[config.mk]
export PLATFORM = sky130hd
export DESIGN_NAME = longest_colour_run_per_row
export DESIGN_NICKNAME = d
export VERILOG_FILES = /design/src/hw/rtl/lcr_pkg.sv /design/src/hw/rtl/lcr_classify.sv /design/src/hw/rtl/lcr_run_track.sv /design/src/hw/rtl/longest_colour_run_per_row.sv
export SDC_FILE = /design/constraint.sdc
export NUM_CORES = 1
export LEC_CHECK = 0
export ABC_AREA = 1
export BUFFER_PORTS_ARGS = -buffer_cell sky130_fd_sc_hd__clkbuf_2
export CORE_UTILIZATION = 40
export CTS_CLUSTER_SIZE = 40
export DETAILED_ROUTE_END_ITERATION = 7
export PLACE_DENSITY = 0.55
export SYNTH_ARGS = -nofsm -noshare
export SYNTH_HDL_FRONTEND = slang
export SYNTH_SLANG_ARGS = --single-unit
[constraint.sdc]
create_clock -name clk_i -period 24.4 [get_ports clk_i]
set_input_delay 1.22 -clock clk_i [delete_from_list [all_inputs] [get_ports clk_i]]
set_output_delay 1.22 -clock clk_i [all_outputs]
set_load 0.005 [all_outputs]
[src/hw/rtl/lcr_pkg.sv]
`timescale 1ns / 1ps
// ----------------------------------------------------------------------------
// lcr_pkg - shared types and constants
// widths, register indexes and the result record of the colour run block
// ----------------------------------------------------------------------------
package lcr_pkg;

  // row width bound, column counter saturates here
  localparam int MAX_ROW_WIDTH = 4096;
  localparam int COL_W  = $clog2(MAX_ROW_WIDTH + 1);  // column / exclusive end
  localparam int POS_W  = $clog2(MAX_ROW_WIDTH);      // first column
  localparam int GAP_W  = 9;
  localparam int GAPCFG_W = 8;
  localparam int PUR_W  = 7;
  localparam int PROD_W = COL_W + PUR_W;
  localparam int CH_W   = 8;

  // configuration register indexes
  localparam int CFG_IDX_W = 1;
  localparam logic [CFG_IDX_W-1:0] CFG_ALLOWED_GAP = 1'd0;
  localparam logic [CFG_IDX_W-1:0] CFG_PURITY      = 1'd1;
  localparam int CFG_DATA_W = 8;

  // register reset values
  localparam logic [GAPCFG_W-1:0] ALLOWED_GAP_RST = 8'd1;
  localparam logic [PUR_W-1:0]    PURITY_RST      = 7'd94;

  typedef struct packed {
    logic             found;
    logic [POS_W-1:0] left;
    logic [COL_W-1:0] right;
    logic [COL_W-1:0] hits;
  } result_t;

endpackage

[src/hw/rtl/lcr_classify.sv]
`timescale 1ns / 1ps
// ----------------------------------------------------------------------------
// lcr_classify - bluish colour test
// exact integer chroma rules on one rgb pixel, constant multiplies only
// ----------------------------------------------------------------------------
module lcr_classify
  import lcr_pkg::*;
(
  input  logic [CH_W-1:0] red_i,
  input  logic [CH_W-1:0] green_i,
  input  logic [CH_W-1:0] blue_i,
  output logic            cool_o
);

  logic [CH_W-1:0] mx, mn, chroma, br;
  logic [15:0]     c100, mx32, br100, c42, b100c18, g100;
  logic            b_ge_r;

  always_comb begin
    mx = red_i;
    if (green_i > mx) mx = green_i;
    if (blue_i > mx)  mx = blue_i;
    mn = red_i;
    if (green_i < mn) mn = green_i;
    if (blue_i < mn)  mn = blue_i;
    chroma  = mx - mn;
    b_ge_r  = blue_i >= red_i;
    br      = blue_i - red_i;
    c100    = 16'(chroma) * 16'd100;
    mx32    = 16'(mx) * 16'd32;
    br100   = 16'(br) * 16'd100;
    c42     = 16'(chroma) * 16'd42;
    b100c18 = 16'(blue_i) * 16'd100 + 16'(chroma) * 16'd18;
    g100    = 16'(green_i) * 16'd100;
    cool_o  = (mx >= 8'd48) && (chroma >= 8'd30) && (c100 >= mx32) &&
              b_ge_r && (br >= 8'd22) && (br100 >= c42) && (b100c18 >= g100);
  end

endmodule

[src/hw/rtl/lcr_run_track.sv]
`timescale 1ns / 1ps
// ----------------------------------------------------------------------------
// lcr_run_track - run and best-run state
// gap-tolerant run tracking, purity check on run close, row-end result
// ----------------------------------------------------------------------------
module lcr_run_track
  import lcr_pkg::*;
(
  input  logic                clk_i,
  input  logic                rst_ni,
  input  logic                step_i,
  input  logic                cool_i,
  input  logic                last_i,
  input  logic [GAPCFG_W-1:0] allowed_gap_i,
  input  logic [PUR_W-1:0]    purity_i,
  output result_t             result_o
);

  logic [COL_W-1:0] col_q, col_d;
  logic             in_run_q, in_run_d;
  logic [POS_W-1:0] begin_q, begin_d;
  logic [COL_W-1:0] hits_q, hits_d;
  logic [GAP_W-1:0] gap_q, gap_d;
  logic [POS_W-1:0] best_begin_q, best_begin_d;
  logic [COL_W-1:0] best_end_q, best_end_d;
  logic [COL_W-1:0] best_hits_q, best_hits_d;

  logic              active, miss_close, close;
  logic [COL_W-1:0]  right, len, best_len;
  logic [PROD_W-1:0] hits_x100, pur_x_len;
  logic              accept;

  always_comb begin
    col_d        = col_q;
    in_run_d     = in_run_q;
    begin_d      = begin_q;
    hits_d       = hits_q;
    gap_d        = gap_q;
    best_begin_d = best_begin_q;
    best_end_d   = best_end_q;
    best_hits_d  = best_hits_q;
    miss_close   = 1'b0;

    // saturated columns are neither match nor miss
    active = col_q < COL_W'(MAX_ROW_WIDTH);
    if (active) begin
      if (cool_i) begin
        if (!in_run_q) begin
          in_run_d = 1'b1;
          begin_d  = POS_W'(col_q);
        end
        hits_d = hits_q + 1'b1;
        gap_d  = '0;
      end else if (in_run_q) begin
        gap_d      = gap_q + 1'b1;
        miss_close = gap_d > GAP_W'(allowed_gap_i);
      end
      col_d = col_q + 1'b1;
    end

    // run closes on a gap too long or at row end; trailing misses dropped
    close     = miss_close || (last_i && in_run_d);
    right     = col_d - COL_W'(gap_d);
    len       = (right > COL_W'(begin_d)) ? right - COL_W'(begin_d) : '0;
    best_len  = best_end_q - COL_W'(best_begin_q);
    hits_x100 = PROD_W'(hits_d) * PROD_W'(100);
    pur_x_len = PROD_W'(purity_i) * PROD_W'(len);
    accept    = close && (len > best_len) && (hits_x100 >= pur_x_len);

    if (accept) begin
      best_begin_d = begin_d;
      best_end_d   = right;
      best_hits_d  = hits_d;
    end

    result_o.found = best_end_d > COL_W'(best_begin_d);
    result_o.left  = best_begin_d;
    result_o.right = best_end_d;
    result_o.hits  = best_hits_d;

    if (close) begin
      in_run_d = 1'b0;
      begin_d  = '0;
      hits_d   = '0;
      gap_d    = '0;
    end
    if (last_i) begin
      col_d        = '0;
      best_begin_d = '0;
      best_end_d   = '0;
      best_hits_d  = '0;
    end
  end

  always_ff @(posedge clk_i or negedge rst_ni) begin
    if (!rst_ni) begin
      col_q        <= '0;
      in_run_q     <= 1'b0;
      begin_q      <= '0;
      hits_q       <= '0;
      gap_q        <= '0;
      best_begin_q <= '0;
      best_end_q   <= '0;
      best_hits_q  <= '0;
    end else if (step_i) begin
      col_q        <= col_d;
      in_run_q     <= in_run_d;
      begin_q      <= begin_d;
      hits_q       <= hits_d;
      gap_q        <= gap_d;
      best_begin_q <= best_begin_d;
      best_end_q   <= best_end_d;
      best_hits_q  <= best_hits_d;
    end
  end

endmodule

[src/hw/rtl/longest_colour_run_per_row.sv]
`timescale 1ns / 1ps
// ----------------------------------------------------------------------------
// longest_colour_run_per_row - longest bluish colour run in each row
// classifies pixels, tracks gap-tolerant runs and reports the best per row
// ----------------------------------------------------------------------------
// usage:
//   slave stream: one rgb pixel per word, left to right, tlast on the row's
//   final pixel. master stream: one word per row, sent after the last pixel.
//   each pixel is classified on the way into the input register; from there
//   it updates the run state and, for the last pixel, loads the result
//   register, which drives m_axis_tvalid_o. throughput is one pixel per
//   cycle; pixels keep flowing while a result waits, and a row-end pixel
//   is the only one that can hold the input register.
//   when the receiver stalls, only a row-end pixel waits in the input
//   register for the result slot, and then the slave side holds off.
//   reset clears the run state, empties both registers and restores
//   allowed_gap to 1 and purity_percent to 94. configuration is written
//   through cfg_we_i / cfg_idx_i / cfg_data_i while the stream is idle.
//   a run ends on one miss more than allowed_gap or at row end; it becomes
//   the best when strictly longer and pure enough. columns beyond the row
//   bound are ignored but tlast still closes the row.
// ----------------------------------------------------------------------------
module longest_colour_run_per_row
  import lcr_pkg::*;
(
  input  logic                  clk_i,
  input  logic                  rst_ni,
  // configuration write port
  input  logic                  cfg_we_i,
  input  logic [CFG_IDX_W-1:0]  cfg_idx_i,
  input  logic [CFG_DATA_W-1:0] cfg_data_i,
  // pixel stream
  input  logic                  s_axis_tvalid_i,
  output logic                  s_axis_tready_o,
  input  logic [23:0]           s_axis_tdata_i,  // pixel_red, pixel_green, pixel_blue
  input  logic                  s_axis_tlast_i,  // row_last
  // result stream
  output logic                  m_axis_tvalid_o,
  input  logic                  m_axis_tready_i,
  output logic [39:0]           m_axis_tdata_o,  // run_left, run_right, run_match_count, pad
  output logic                  m_axis_tuser_o   // run_found
);

  // configuration registers
  logic [GAPCFG_W-1:0] allowed_gap_q;
  logic [PUR_W-1:0]    purity_q;

  always_ff @(posedge clk_i or negedge rst_ni) begin
    if (!rst_ni) begin
      allowed_gap_q <= ALLOWED_GAP_RST;
      purity_q      <= PURITY_RST;
    end else if (cfg_we_i) begin
      unique case (cfg_idx_i)
        CFG_ALLOWED_GAP: allowed_gap_q <= cfg_data_i;
        CFG_PURITY:      purity_q      <= cfg_data_i[PUR_W-1:0];
        default: ;
      endcase
    end
  end

  // classification ahead of the input register
  logic cool;

  lcr_classify u_classify (
    .red_i   (s_axis_tdata_i[7:0]),
    .green_i (s_axis_tdata_i[15:8]),
    .blue_i  (s_axis_tdata_i[23:16]),
    .cool_o  (cool)
  );

  // input register: classified pixel
  logic    in_vld_q, cool_q, last_q;
  logic    out_vld_q;
  result_t out_q;
  result_t result;
  logic    step, in_take;

  // a row-end word needs the result slot free (or emptying this cycle)
  assign step            = in_vld_q && (!last_q || !out_vld_q || m_axis_tready_i);
  assign s_axis_tready_o = !in_vld_q || step;
  assign in_take         = s_axis_tvalid_i && s_axis_tready_o;

  always_ff @(posedge clk_i or negedge rst_ni) begin
    if (!rst_ni) begin
      in_vld_q <= 1'b0;
    end else if (s_axis_tready_o) begin
      in_vld_q <= s_axis_tvalid_i;
    end
  end

  always_ff @(posedge clk_i) begin
    if (in_take) begin
      cool_q <= cool;
      last_q <= s_axis_tlast_i;
    end
  end

  lcr_run_track u_run_track (
    .clk_i         (clk_i),
    .rst_ni        (rst_ni),
    .step_i        (step),
    .cool_i        (cool_q),
    .last_i        (last_q),
    .allowed_gap_i (allowed_gap_q),
    .purity_i      (purity_q),
    .result_o      (result)
  );

  // result register
  always_ff @(posedge clk_i or negedge rst_ni) begin
    if (!rst_ni) begin
      out_vld_q <= 1'b0;
    end else if (step && last_q) begin
      out_vld_q <= 1'b1;
    end else if (m_axis_tready_i) begin
      out_vld_q <= 1'b0;
    end
  end

  always_ff @(posedge clk_i) begin
    if (step && last_q) begin
      out_q <= result;
    end
  end

  assign m_axis_tvalid_o = out_vld_q;
  assign m_axis_tuser_o  = out_q.found;
  assign m_axis_tdata_o  = {2'b00, out_q.hits, out_q.right, out_q.left};

endmodule
Word-level counts from Yosys, hierarchy flattened

Cells that the tools add are included.

Word-level logic and storage cells: 107
Output and inout bits: 43
Input port bits: 39
Bits in registers: 144

Magnitude comparators: 17
Multiplexer cells: 32
Multipliers: 8
Bitwise logic cells: 1
Add/subtract/negate cells: 9
Reduce and logical (&&, ||, !) cells: 22

Operators with widths:

| kind                                                              | count |
|---|---|
| 2-to-1 mux 13 bit                                                 | 10 |
| 2-to-1 mux 12 bit                                                 | 6 |
| multiplier 8 x 5 -> 13 bit, second input constant                 | 5 |
| 2-to-1 mux 9 bit                                                  | 4 |
| 2-to-1 mux 8 bit                                                  | 4 |
| adder 13 x 1 -> 13 bit, second input constant                     | 2 |
| > comparator 13 x 12 -> 1 bit                                     | 2 |
| subtractor 13 x 12 -> 13 bit                                      | 2 |
| greater-or-equal comparator 20 bit                                | 1 |
| multiplier 7 x 13 -> 20 bit                                       | 1 |
| multiplier 13 x 5 -> 18 bit, second input constant                | 1 |
| adder 15 x 13 -> 16 bit                                           | 1 |
| greater-or-equal comparator 16 x 15 -> 1 bit                      | 1 |
| greater-or-equal comparator 8 x 5 -> 1 bit, second input constant | 2 |
| > comparator 8 bit                                                | 2 |
| less-than comparator 8 bit                                        | 2 |
| subtractor 8 bit                                                  | 2 |
| greater-or-equal comparator 15 x 13 -> 1 bit                      | 1 |
| greater-or-equal comparator 15 x 14 -> 1 bit                      | 1 |
| > comparator 13 bit                                               | 1 |
| less-than comparator 13 bit, second input constant                | 1 |
| subtractor 13 x 9 -> 13 bit                                       | 1 |
| logical AND 1 bit                                                 | 12 |
| multiplier 8 x 4 -> 12 bit, second input constant                 | 1 |
| other kinds (10)                                                  | 23 |

Logic depth before layout (Yosys ltp)

Gate-level depths: netlist (run 1).

Word-level depth: 12
Mapped depth: 77

Modules after synthesis

Synthesis (run 1) repeated with hierarchy kept, for this count alone.

Cell total of the unflattened synthesis: 2546
Area, all modules: 19777.7 um2

By module, submodules not included:

| module                     | area an instance (um2) | times used | cells each | sequential area each (um2) |
|---|---|---|---|---|
| lcr_run_track              | 11340.9                | 1          | 1528       | 2152.1 |
| lcr_classify               | 6508.7                 | 1          | 902        | 0.0 |
| longest_colour_run_per_row | 1928.1                 | 1          | 116        | 1664.1 |

Worst setup path after synthesis (run 1)

Ideal clock, no wire load.

Path type: flip-flop to flip-flop
From: register u_run_track.col_q[12]
To: register out_q (netlist bit m_axis_tuser_o) (data pin)
Cell stages (with the launch flop): 71
Arrival time: 10369 ps
Slack: 13772 ps
Path buffers: 5
Setup time: 259 ps
Data required time: 24141 ps
Period minus slack after synthesis: 10628 ps
Cells stage by stage: dfrtp_1 -> nor2_1 -> clkbuf_1 -> a21oi_1 -> o21ai_0 -> ha_1 -> nand2_1 -> nor2_1 -> a211oi_1 -> o21ai_0 -> nand3_1 -> nand2_1 -> nand3_1 -> nand2_1 -> nor3_1 -> xor2_1 -> ha_1 -> inv_1 -> (+35 left out) -> nand2_1 -> nor2_1 -> nand4_1 -> a21oi_1 -> a211oi_1 -> nand2_4 -> nand2_4 -> buf_6 -> buf_4 -> buf_4 -> nand2_1 -> o21ai_1 -> inv_1 -> ha_1 -> a21oi_1 -> o21ai_0 -> a21oi_1 -> a21oi_1

RTL lines:

| what                   | line                              | source |
|---|---|---|
| from (decl)            | lcr_run_track.sv:19               | `logic [COL_W-1:0] col_q, col_d;` |
| from (signal assigned) | lcr_run_track.sv:106              | `col_q <= col_d;` |
| to (signal assigned)   | longest_colour_run_per_row.sv:122 | `out_q <= result;` |
| to (decl)              | longest_colour_run_per_row.sv:74  | `result_t out_q;` |

==> metrics.log, run 1 <==
INFO  metric outcome = completed
INFO  metric timing.slew.headroom = between 20% and 30%
INFO  metric first_pass_grt_wire_length = just over 80 mm
INFO  metric floorplan.die_area = between 40000 and 50000 µm²
INFO  metric timing.critical_path.to = m_axis_tuser_o
INFO  metric timing_max_transition_violations_final = 0
INFO  metric layout.filler_cells = 4780
INFO  metric wire_per_inst = about 16 µm
INFO  metric topmost_layer_with_routed_signal_wires = met4
INFO  metric path_common_cell = sky130_fd_sc_hd__nand2_1
INFO  metric synthesis.yosys.warnings = 0
INFO  metric setup_violations = 0
INFO  metric sequential_cell_area_fraction_in_the_yosys_report = between 15 and 20%
INFO  metric drt_drc_violations_left = 0
INFO  metric clock_tree_buffer_depth = 2
INFO  metric holdPathStages = 2
INFO  metric max_freq = 81.3 MHz
INFO  metric synth-async-reset-ratio = between 70% and 80%
INFO  metric synth_area_per_cell = between 7 and 8 µm²
INFO  metric rows = 80
INFO  metric critPathRequiredTime = ~25000 ps
INFO  metric worst_pin_slew = 1160 ps
INFO  metric antenna_cells = 0
INFO  metric synth_top_flop_cell = sky130_fd_sc_hd__dfrtp_1
INFO  metric tritoncts = yes
INFO  metric worst_clock_skew = approximately 13 ps
INFO  metric design.portCount = ~80
INFO  metric tritoncts.num_buffers = 17
INFO  metric setup.worst_path.start_class = flop
INFO  metric antenna_found_initial = 0
INFO  metric critPathCaptureType = flop
INFO  metric root_buffer = sky130_fd_sc_hd__clkbuf_16
INFO  metric detail-route-antenna-nets = 0
INFO  metric unrepaired_setup_endpoints_after_global_routing = false
INFO  metric tritoncts_num_sinks = between 100 and 150
INFO  metric destination_of_the_worst_register_to_register_timing_path = m_axis_tuser_o
INFO  metric synthCells = ~2400
INFO  metric clk_pin_slew = 70 ps
INFO  metric finalSetupTns = 0 ps
INFO  metric post_cts.resized_instances = 0
INFO  metric timing.reg2reg.worst_path_depth = between 60 and 70
INFO  metric detailedRoute.firstIterationViolations = 796
INFO  metric place.gp.congestion = about 0.90
INFO  metric initial_utilization = 40.4%
INFO  metric mostFrequentLayoutCells = 506 x sky130_fd_sc_hd__inv_1, 406 x sky130_fd_sc_hd__ha_1, 360 x sky130_fd_sc_hd__nand2_1
INFO  metric dp.final_hpwl = slightly above 40 mm
INFO  metric ys_seq_elements = roughly 140
INFO  metric cts.hold.buffers_added = 0
INFO  metric cts_setup_buffers = 0
INFO  metric critical_path.max_fanout = slightly below 60
INFO  metric layout_min_cycle_time = 12300 ps
INFO  metric vias_per_cell = between 5 and 6
INFO  metric floorplan.die.width = 221 µm
INFO  metric coreArea = between 40000 and 50000 µm²
INFO  metric grt_pass1_vias = about 16000
INFO  metric synth_cell_type_count = 52
INFO  metric drive_gt1_share = 7.07%
INFO  metric wl_met1 = between 20 and 25 mm
INFO  metric nNetsFinal = between 3000 and 4000
INFO  metric synth_enable_flop_cells = 41
INFO  metric dr_total_vias = about 16000
INFO  metric min_period_over_period = between 50 and 60%
INFO  metric grt_overflow = 0
INFO  metric maxCapViolations = 0
INFO  metric grt_start_max_net_pins = 73
INFO  metric io_buffers = 79
INFO  metric multi_input_comb_area = about 13000 µm²
INFO  metric crit_path_start = u_run_track.col_q[12]
INFO  metric detail_route.first_pass.iterations = 6
INFO  metric crit_path_max_incr_delay = 530 ps
INFO  metric mappedNetlistArea = between 15000 and 20000 µm²
INFO  metric gr-usage-all-layers = between 20% and 30%
INFO  metric met2_length = 22.3 mm
INFO  metric regToRegStartpoint = u_run_track.col_q[12]
INFO  metric arrival = approximately 13000 ps
INFO  metric critPathSlowestCell = sky130_fd_sc_hd__fa_1
INFO  metric detail_route.wirelength = 49.0 mm
INFO  metric floorplan.die.height = 221 µm
INFO  metric seq_area = 3820 µm²
INFO  metric syn2layout_area_growth = 8.76%
INFO  metric finalHoldViolations = 0
INFO  metric worst_skew_pair.late_latency = 460 ps
INFO  metric layout.cells.most_common = sky130_fd_sc_hd__inv_1
INFO  metric clock_tree.htree_level_count = 4
INFO  metric criticalPathCategory = reg -> reg
INFO  metric hold_path.class = reg -> reg
INFO  metric ff2ff_setup_slack = 12100 ps
INFO  metric wl_met3 = 1.91 mm
-- cells in the mapped netlist, drive strengths merged (4+ instances only) --
library cell  instances  area share (%)
xnor2                43             2.0
o21a                  5            0.20
nand4                17            0.55
ha                  406              26
o211ai                6            0.23
nand3                72             2.0
a21o                  7            0.27
o21bai               27             1.1
nor4                  7            0.23
o22ai                61             2.0
a31oi                 4            0.13
dfrtp                97              13
xor2                101             4.6
clkinv                5           0.098
fa                   84             8.7
edfxtp               41             6.4
a211oi                6            0.23
a21oi               160             4.2
buf                   9            0.34
o21ai               173             4.5
inv                 512              10
clkbuf               30            0.58
dfstp                 6            0.82
and2                  4            0.13
nand2               381             7.8
nor2                134             2.8
nor3                 14            0.36
-- worst max-delay path, delay by kind of cell (launching register included) --
family	cells	cell delay, ps
simple gates	31	4040
xor+xnor	2	470
buf+inv	8	860
flops	1	430
fa+ha+maj	9	3410
compound gates	14	2810
-- area by class of cell --
cell class                      instances  share of cell area [%]
Clock buffer                           17                    2.03
Clock inverter                         15                   0.783
Inverter                              517                    9.28
Multi-Input combinational cell       1733                    63.7
Sequential cell                       144                    18.2
Tap cell                              615                    3.68
Timing Repair Buffer                   91                    2.33
-- cell families after synthesis --
group | count (synthesis) | synth area share (%)
AND/OR/NAND/NOR | 636 | 14.1
buffers and inverters | 556 | 11.0
adder cells (fa/ha/maj) | 490 | 35.1
AO/OA/AOI/OAI | 461 | 13.3
XOR/XNOR | 144 | 6.55
flip-flops | 144 | 19.8
other | 1 | 0.0195
-- how the worst min path moves through the flow --
stage / slack, ps / end / start
global route: 500 / allowed_gap_q[1] / allowed_gap_q[1]
floorplan: 450 / u_run_track.best_hits_q[12] / u_run_track.best_hits_q[12]
detailed placement: 470 / u_run_track.best_hits_q[3] / u_run_track.best_hits_q[3]
global placement: 470 / u_run_track.best_hits_q[5] / u_run_track.best_hits_q[5]
finish: 480 / u_run_track.best_hits_q[3] / u_run_track.best_hits_q[3]
CTS: 480 / u_run_track.best_hits_q[3] / u_run_track.best_hits_q[3]
-- flip-flops by register name, indices dropped and copies added, names as in the netlist, 7 cells and up --
| signal | flops |
|---|---|
| m_axis_tdata_o | 38 |
| u_run_track.best_end_q | 13 |
| u_run_track.best_hits_q | 13 |
| u_run_track.col_q | 13 |
| u_run_track.hits_q | 13 |
| u_run_track.begin_q | 12 |
| u_run_track.best_begin_q | 12 |
| u_run_track.gap_q | 9 |
| allowed_gap_q | 8 |
| purity_q | 7 |
-- per-stage QoR --
stage / cells / instance area (µm²) / setup WS (ps) / utilization (%) / hold WS (ps)
detailed placement: 3100 / 20300 / 12130 / 42.7 / 467
CTS: 3132 / 20900 / 12080 / 43.9 / 485
global route: 3132 / 20900 / 10890 / 43.9 / 504
floorplan: 2433 / 19300 / 13770 / - / 448
finish: 3132 / 20900 / 12100 / 43.9 / 484
global placement: 3100 / 20300 / 12410 / 42.7 / 466
-- metal layers --
layer / track usage, % / up-vias
met4: 6.68 / 0
met3: 2.44 / 58
li1: - / 8097
met1: 28.6 / 7382
met2: 33.8 / 323
met5: 0 / -
Power of run 1 is not shown: default switching activity piles up to over one toggle a cycle in this logic, so the estimate is an artifact.
==> inputs of run 2 (changes only) <==
Settings changed: ABC_AREA 1 to 0, PLACE_DENSITY 0.55 to 0.57.
Clock period 24.4 ns to 10.95 ns, I/O delays scaled along.
==> run 2 against run 1 <==
Net effect:
- the flow now finishes with violations (setup timing)
- non-clock buffer count grew 164
- global-route usage shrank 0.34 points
- maximum frequency grew 7.8%
- count of clock-buffer cells in the layout grew 1
- synthesized cell count shrank 12%
- clock skew is essentially flat
- die area grew 0.39%
- wire length grew 1.4%
- first-iteration DRC count grew 0.75%
- final cell count shrank 4.3%
- sequential cell count is the same
- worst hold slack lost 400 ps
- critical path type unchanged
==> metrics.log, run 2 <==
INFO  metric wire_per_inst = 16.6 µm (was 15.6 µm)
INFO  metric post-synth-top-area-cell = sky130_fd_sc_hd__ha_1 (unchanged)
INFO  metric ff2ff_setup_slack = -460 ps (was 12100 ps)
INFO  metric synth.area.top_cells = sky130_fd_sc_hd__ha_1 26%, sky130_fd_sc_hd__dfrtp_1 13%, sky130_fd_sc_hd__fa_1 8.7% (was sky130_fd_sc_hd__ha_1 26%, sky130_fd_sc_hd__dfrtp_1 13%, sky130_fd_sc_hd__inv_1 9.9%)
INFO  metric dp_cells = 2952 (was 3100)
INFO  metric criticalPathCategory = reg -> reg (unchanged)
INFO  metric layout.filler_cells = 4604 (was 4780)
INFO  metric synth_enable_flop_cells = 41 (unchanged)
INFO  metric critPathRequiredTime = 11140 ps (was 24610 ps)
INFO  metric design.portCount = 82 (unchanged)
INFO  metric crit_path_start = u_run_track.gap_q[1] (was u_run_track.col_q[12])
INFO  metric floorplan.die.height = 222 µm (was 221 µm)
INFO  metric initial_utilization = 40.5% (was 40.4%)
INFO  metric detail-route-antenna-nets = 0 (unchanged)
INFO  metric layout.cells.most_common = sky130_fd_sc_hd__ha_1 (was sky130_fd_sc_hd__inv_1)
INFO  metric layout.cells.non_filler = 2998 (was 3132)
INFO  metric synth_top_flop_cell = sky130_fd_sc_hd__dfrtp_1 (unchanged)
INFO  metric floorplan.die.width = 222 µm (was 221 µm)
INFO  metric synth.most_common_cell = sky130_fd_sc_hd__ha_1 (was sky130_fd_sc_hd__inv_1)
INFO  metric critPathSlowestCell = sky130_fd_sc_hd__fa_1 (unchanged)
INFO  metric arrival = 11600 ps (was 12510 ps)
INFO  metric synthesis.yosys.warnings = 0 (unchanged)
INFO  metric detailedRoute.firstIterationViolations = 802 (was 796)
INFO  metric synth_top_cells_by_count = 406 x sky130_fd_sc_hd__ha_1, 306 x sky130_fd_sc_hd__inv_1, 152 x sky130_fd_sc_hd__nand2_1 (was 507 x sky130_fd_sc_hd__inv_1, 406 x sky130_fd_sc_hd__ha_1, 360 x sky130_fd_sc_hd__nand2_1)
INFO  metric detailedPlace.worstSlack = -425 ps (was 12130 ps)
INFO  metric destination_of_the_worst_register_to_register_timing_path = m_axis_tuser_o (unchanged)
INFO  metric grt_overflow = 0 (unchanged)
INFO  metric clock_tree_buffer_depth = 2 (unchanged)
INFO  metric clk_pin_slew = 70 ps (about the same)
INFO  metric maxCapViolations = 0 (unchanged)
INFO  metric setup_ws = -459 ps (was 12100 ps)
INFO  metric outcome = complete, but fails checks (was completed)
INFO  metric worst_clock_skew = 12.6 ps (about the same)
INFO  metric clock_tree.htree_level_count = 4 (unchanged)
INFO  metric grt_start_max_net_pins = 80 (was 73)
INFO  metric io_buffers = 79 (unchanged)
INFO  metric place.gp.congestion = 0.916 (was 0.896)
INFO  metric antenna_found_initial = 4 (was 0)
INFO  metric path_common_cell = sky130_fd_sc_hd__a21o_1 (was sky130_fd_sc_hd__nand2_1)
INFO  metric drive_gt1_share = 17.5% (was 7.07%)
INFO  metric setup_violations = 1 (was 0)
INFO  metric regToRegStartpoint = u_run_track.gap_q[1] (was u_run_track.col_q[12])
INFO  metric synth_largest_type_area_fraction = 26.3% (was 26.4%)
INFO  metric rows = 80 (unchanged)
INFO  metric layout_min_cycle_time = 11410 ps (was 12300 ps)
INFO  metric coreArea = 47700 µm² (was 47600 µm²)
INFO  metric synthCells = 2151 (was 2432)
INFO  metric critical_path.max_fanout = 8 (was 58)
INFO  metric largest_register_ffs = 38 (unchanged)
INFO  metric dr_total_vias = 15700 (was 15900)
INFO  metric drt_drc_violations_left = 0 (unchanged)
INFO  metric setup.worst_path.start_class = flop (unchanged)
INFO  metric finalSetupTns = -459 ps (was 0 ps)
INFO  metric tritoncts = yes (unchanged)
INFO  metric unrepaired_setup_endpoints_after_global_routing = true (was false)
INFO  metric hold_path.class = in -> async (was reg -> reg)
INFO  metric max_freq = 87.6 MHz (was 81.3 MHz)
INFO  metric tritoncts.num_buffers = 17 (unchanged)
INFO  metric gr-usage-all-layers = 20.4% (was 20.8%)
INFO  metric worst_pin_slew = 962 ps (was 1160 ps)
INFO  metric ys_seq_elements = 144 (unchanged)
INFO  metric timing.reg2reg.worst_path_depth = 52 (was 64)
INFO  metric finalHoldViolations = 0 (unchanged)
INFO  metric violated_checks = setup timing
INFO  metric min_period_over_period = 104% (was 50.4%)
INFO  metric tritoncts_num_sinks = 144 (unchanged)
INFO  metric detail_route.wirelength = 49.7 mm (was 49.0 mm)
INFO  metric synth_cell_type_count = 64 (was 52)
INFO  metric detail_route.first_pass.iterations = 5 (was 6)
INFO  metric syn2layout_area_growth = 17.3% (was 8.76%)
INFO  metric first_pass_grt_wire_length = 80.5 mm (was 81.2 mm)
INFO  metric synth_area_per_cell = 8.98 µm² (was 7.92 µm²)
INFO  metric grt_pass1_vias = 15700 (about the same)
INFO  metric floorplan.die_area = 49200 µm² (was 49000 µm²)
INFO  metric timing_max_transition_violations_final = 0 (unchanged)
INFO  metric sequential_cell_area_fraction_in_the_yosys_report = 19.7% (was 19.8%)
INFO  metric worst_skew_pair.late_latency = 460 ps (about the same)
INFO  metric root_buffer = sky130_fd_sc_hd__clkbuf_16 (unchanged)
INFO  metric dp.final_hpwl = 40.5 mm (was 41.1 mm)
INFO  metric critPathCaptureType = flop (unchanged)
INFO  metric nNetsFinal = 2897 (was 3033)
INFO  metric crit_path_max_incr_delay = 560 ps (was 530 ps)
INFO  metric mostFrequentLayoutCells = 397 x sky130_fd_sc_hd__ha_1, 301 x sky130_fd_sc_hd__inv_1, 167 x sky130_fd_sc_hd__buf_4 (was 506 x sky130_fd_sc_hd__inv_1, 406 x sky130_fd_sc_hd__ha_1, 360 x sky130_fd_sc_hd__nand2_1)
INFO  metric mappedNetlistArea = 19300 µm² (was 19200 µm²)
INFO  metric vias_per_cell = 5.23 (was 5.06)
INFO  metric synth-async-reset-ratio = 71.5% (unchanged)
INFO  metric timing.slew.headroom = 35.8% (was 21.7%)
==> run 2: cell types whose count changed after synthesis, moves of 37 or more <==
cell and change:
sky130_fd_sc_hd__a21o_1 +49, sky130_fd_sc_hd__and2_1 +63, sky130_fd_sc_hd__nand2_1 -208, sky130_fd_sc_hd__nand3_1 -37
sky130_fd_sc_hd__o22ai_1 -44, sky130_fd_sc_hd__xnor2_1 +55, sky130_fd_sc_hd__inv_1 -201, sky130_fd_sc_hd__xor2_1 -40
sky130_fd_sc_hd__nor2_1 -42, sky130_fd_sc_hd__mux2_2 +37
==> run 2: how the worst max path moves through the flow <==
stage,slack (ps),cells after the start,end
final,-460,52,m_axis_tuser_o
after CTS,-420,53,m_axis_tuser_o
after floorplan,-30,60,m_axis_tuser_o
after global routing,-910,55,m_axis_tuser_o
after detailed placement,-420,51,m_axis_tuser_o
after global placement,-230,55,m_axis_tuser_o
==> run 2: repair_timing <==
item / CTS / global route
setup buffers: 0 / 11
cloned: 0 / 1
setup endpoints to repair: 1 / 58
resized for setup: 1 / 37
hold buffers: 0 / 0
pin swaps: 3 / 6
==> run 2: metal layers <==
| metal | up-vias | wire length, µm | track usage [%] |
|---|---|---|---|
| li1 | 7827 | - | - |
| met1 | 7489 | 22600 | 26.2 |
| met2 | 273 | 23800 | 35.0 |
| met3 | 74 | 1930 | 3.02 |
| met4 | 4 | 1340 | 6.97 |
| met5 | - | 28 | 0 |
==> run 2: stage by stage <==
step	hold WS (ps)	cell area (µm²)	util, %
4_1_cts	104	22400	46.9
5_1_grt	131	22700	47.5
6_report	81.6	22700	47.5
2_1_floorplan	252	19700	-
3_3_place_gp	465	21800	45.7
3_5_place_dp	472	21800	45.7
==> run 2: cell families (layout without fill, tap and decap cells) <==
| logic type | count (synthesis) | in the layout | synth area share, % |
|---|---|---|---|
| AO/OA/AOI/OAI | 475 | 475 | 15.4 |
| XOR/XNOR | 159 | 159 | 7.21 |
| adder cells (fa/ha/maj) | 490 | 490 | 35.0 |
| buffers and inverters | 364 | 593 | 7.35 |
| flip-flops | 144 | 144 | 19.7 |
| multiplexers | 69 | 69 | 3.81 |
| other | 1 | 4 | 0.0194 |
| AND/OR/NAND/NOR | 449 | 449 | 11.5 |
==> run 2: final cells by class <==
class,instances,area [µm²],area share (%)
Inverter,306,1150,5.07
Timing Repair Buffer,255,1820,8.03
Clock buffer,18,429,1.89
Antenna cell,2,5.00,0.0221
Multi-Input combinational cell,1644,14500,64.1
Tap cell,615,769,3.39
Clock inverter,14,150,0.662
Sequential cell,144,3820,16.8
==> run 2: critical path: cells and delay by family, from the launching register on <==
| kind | cells | cell delay (ps) |
|---|---|---|
| fa+ha+maj | 10 | 3470 |
| xor+xnor | 2 | 340 |
| flops | 1 | 440 |
| simple gates | 12 | 1850 |
| mux | 2 | 420 |
| compound gates | 21 | 4040 |
| buf+inv | 5 | 590 |
Power of run 2 is left out for the same reason.
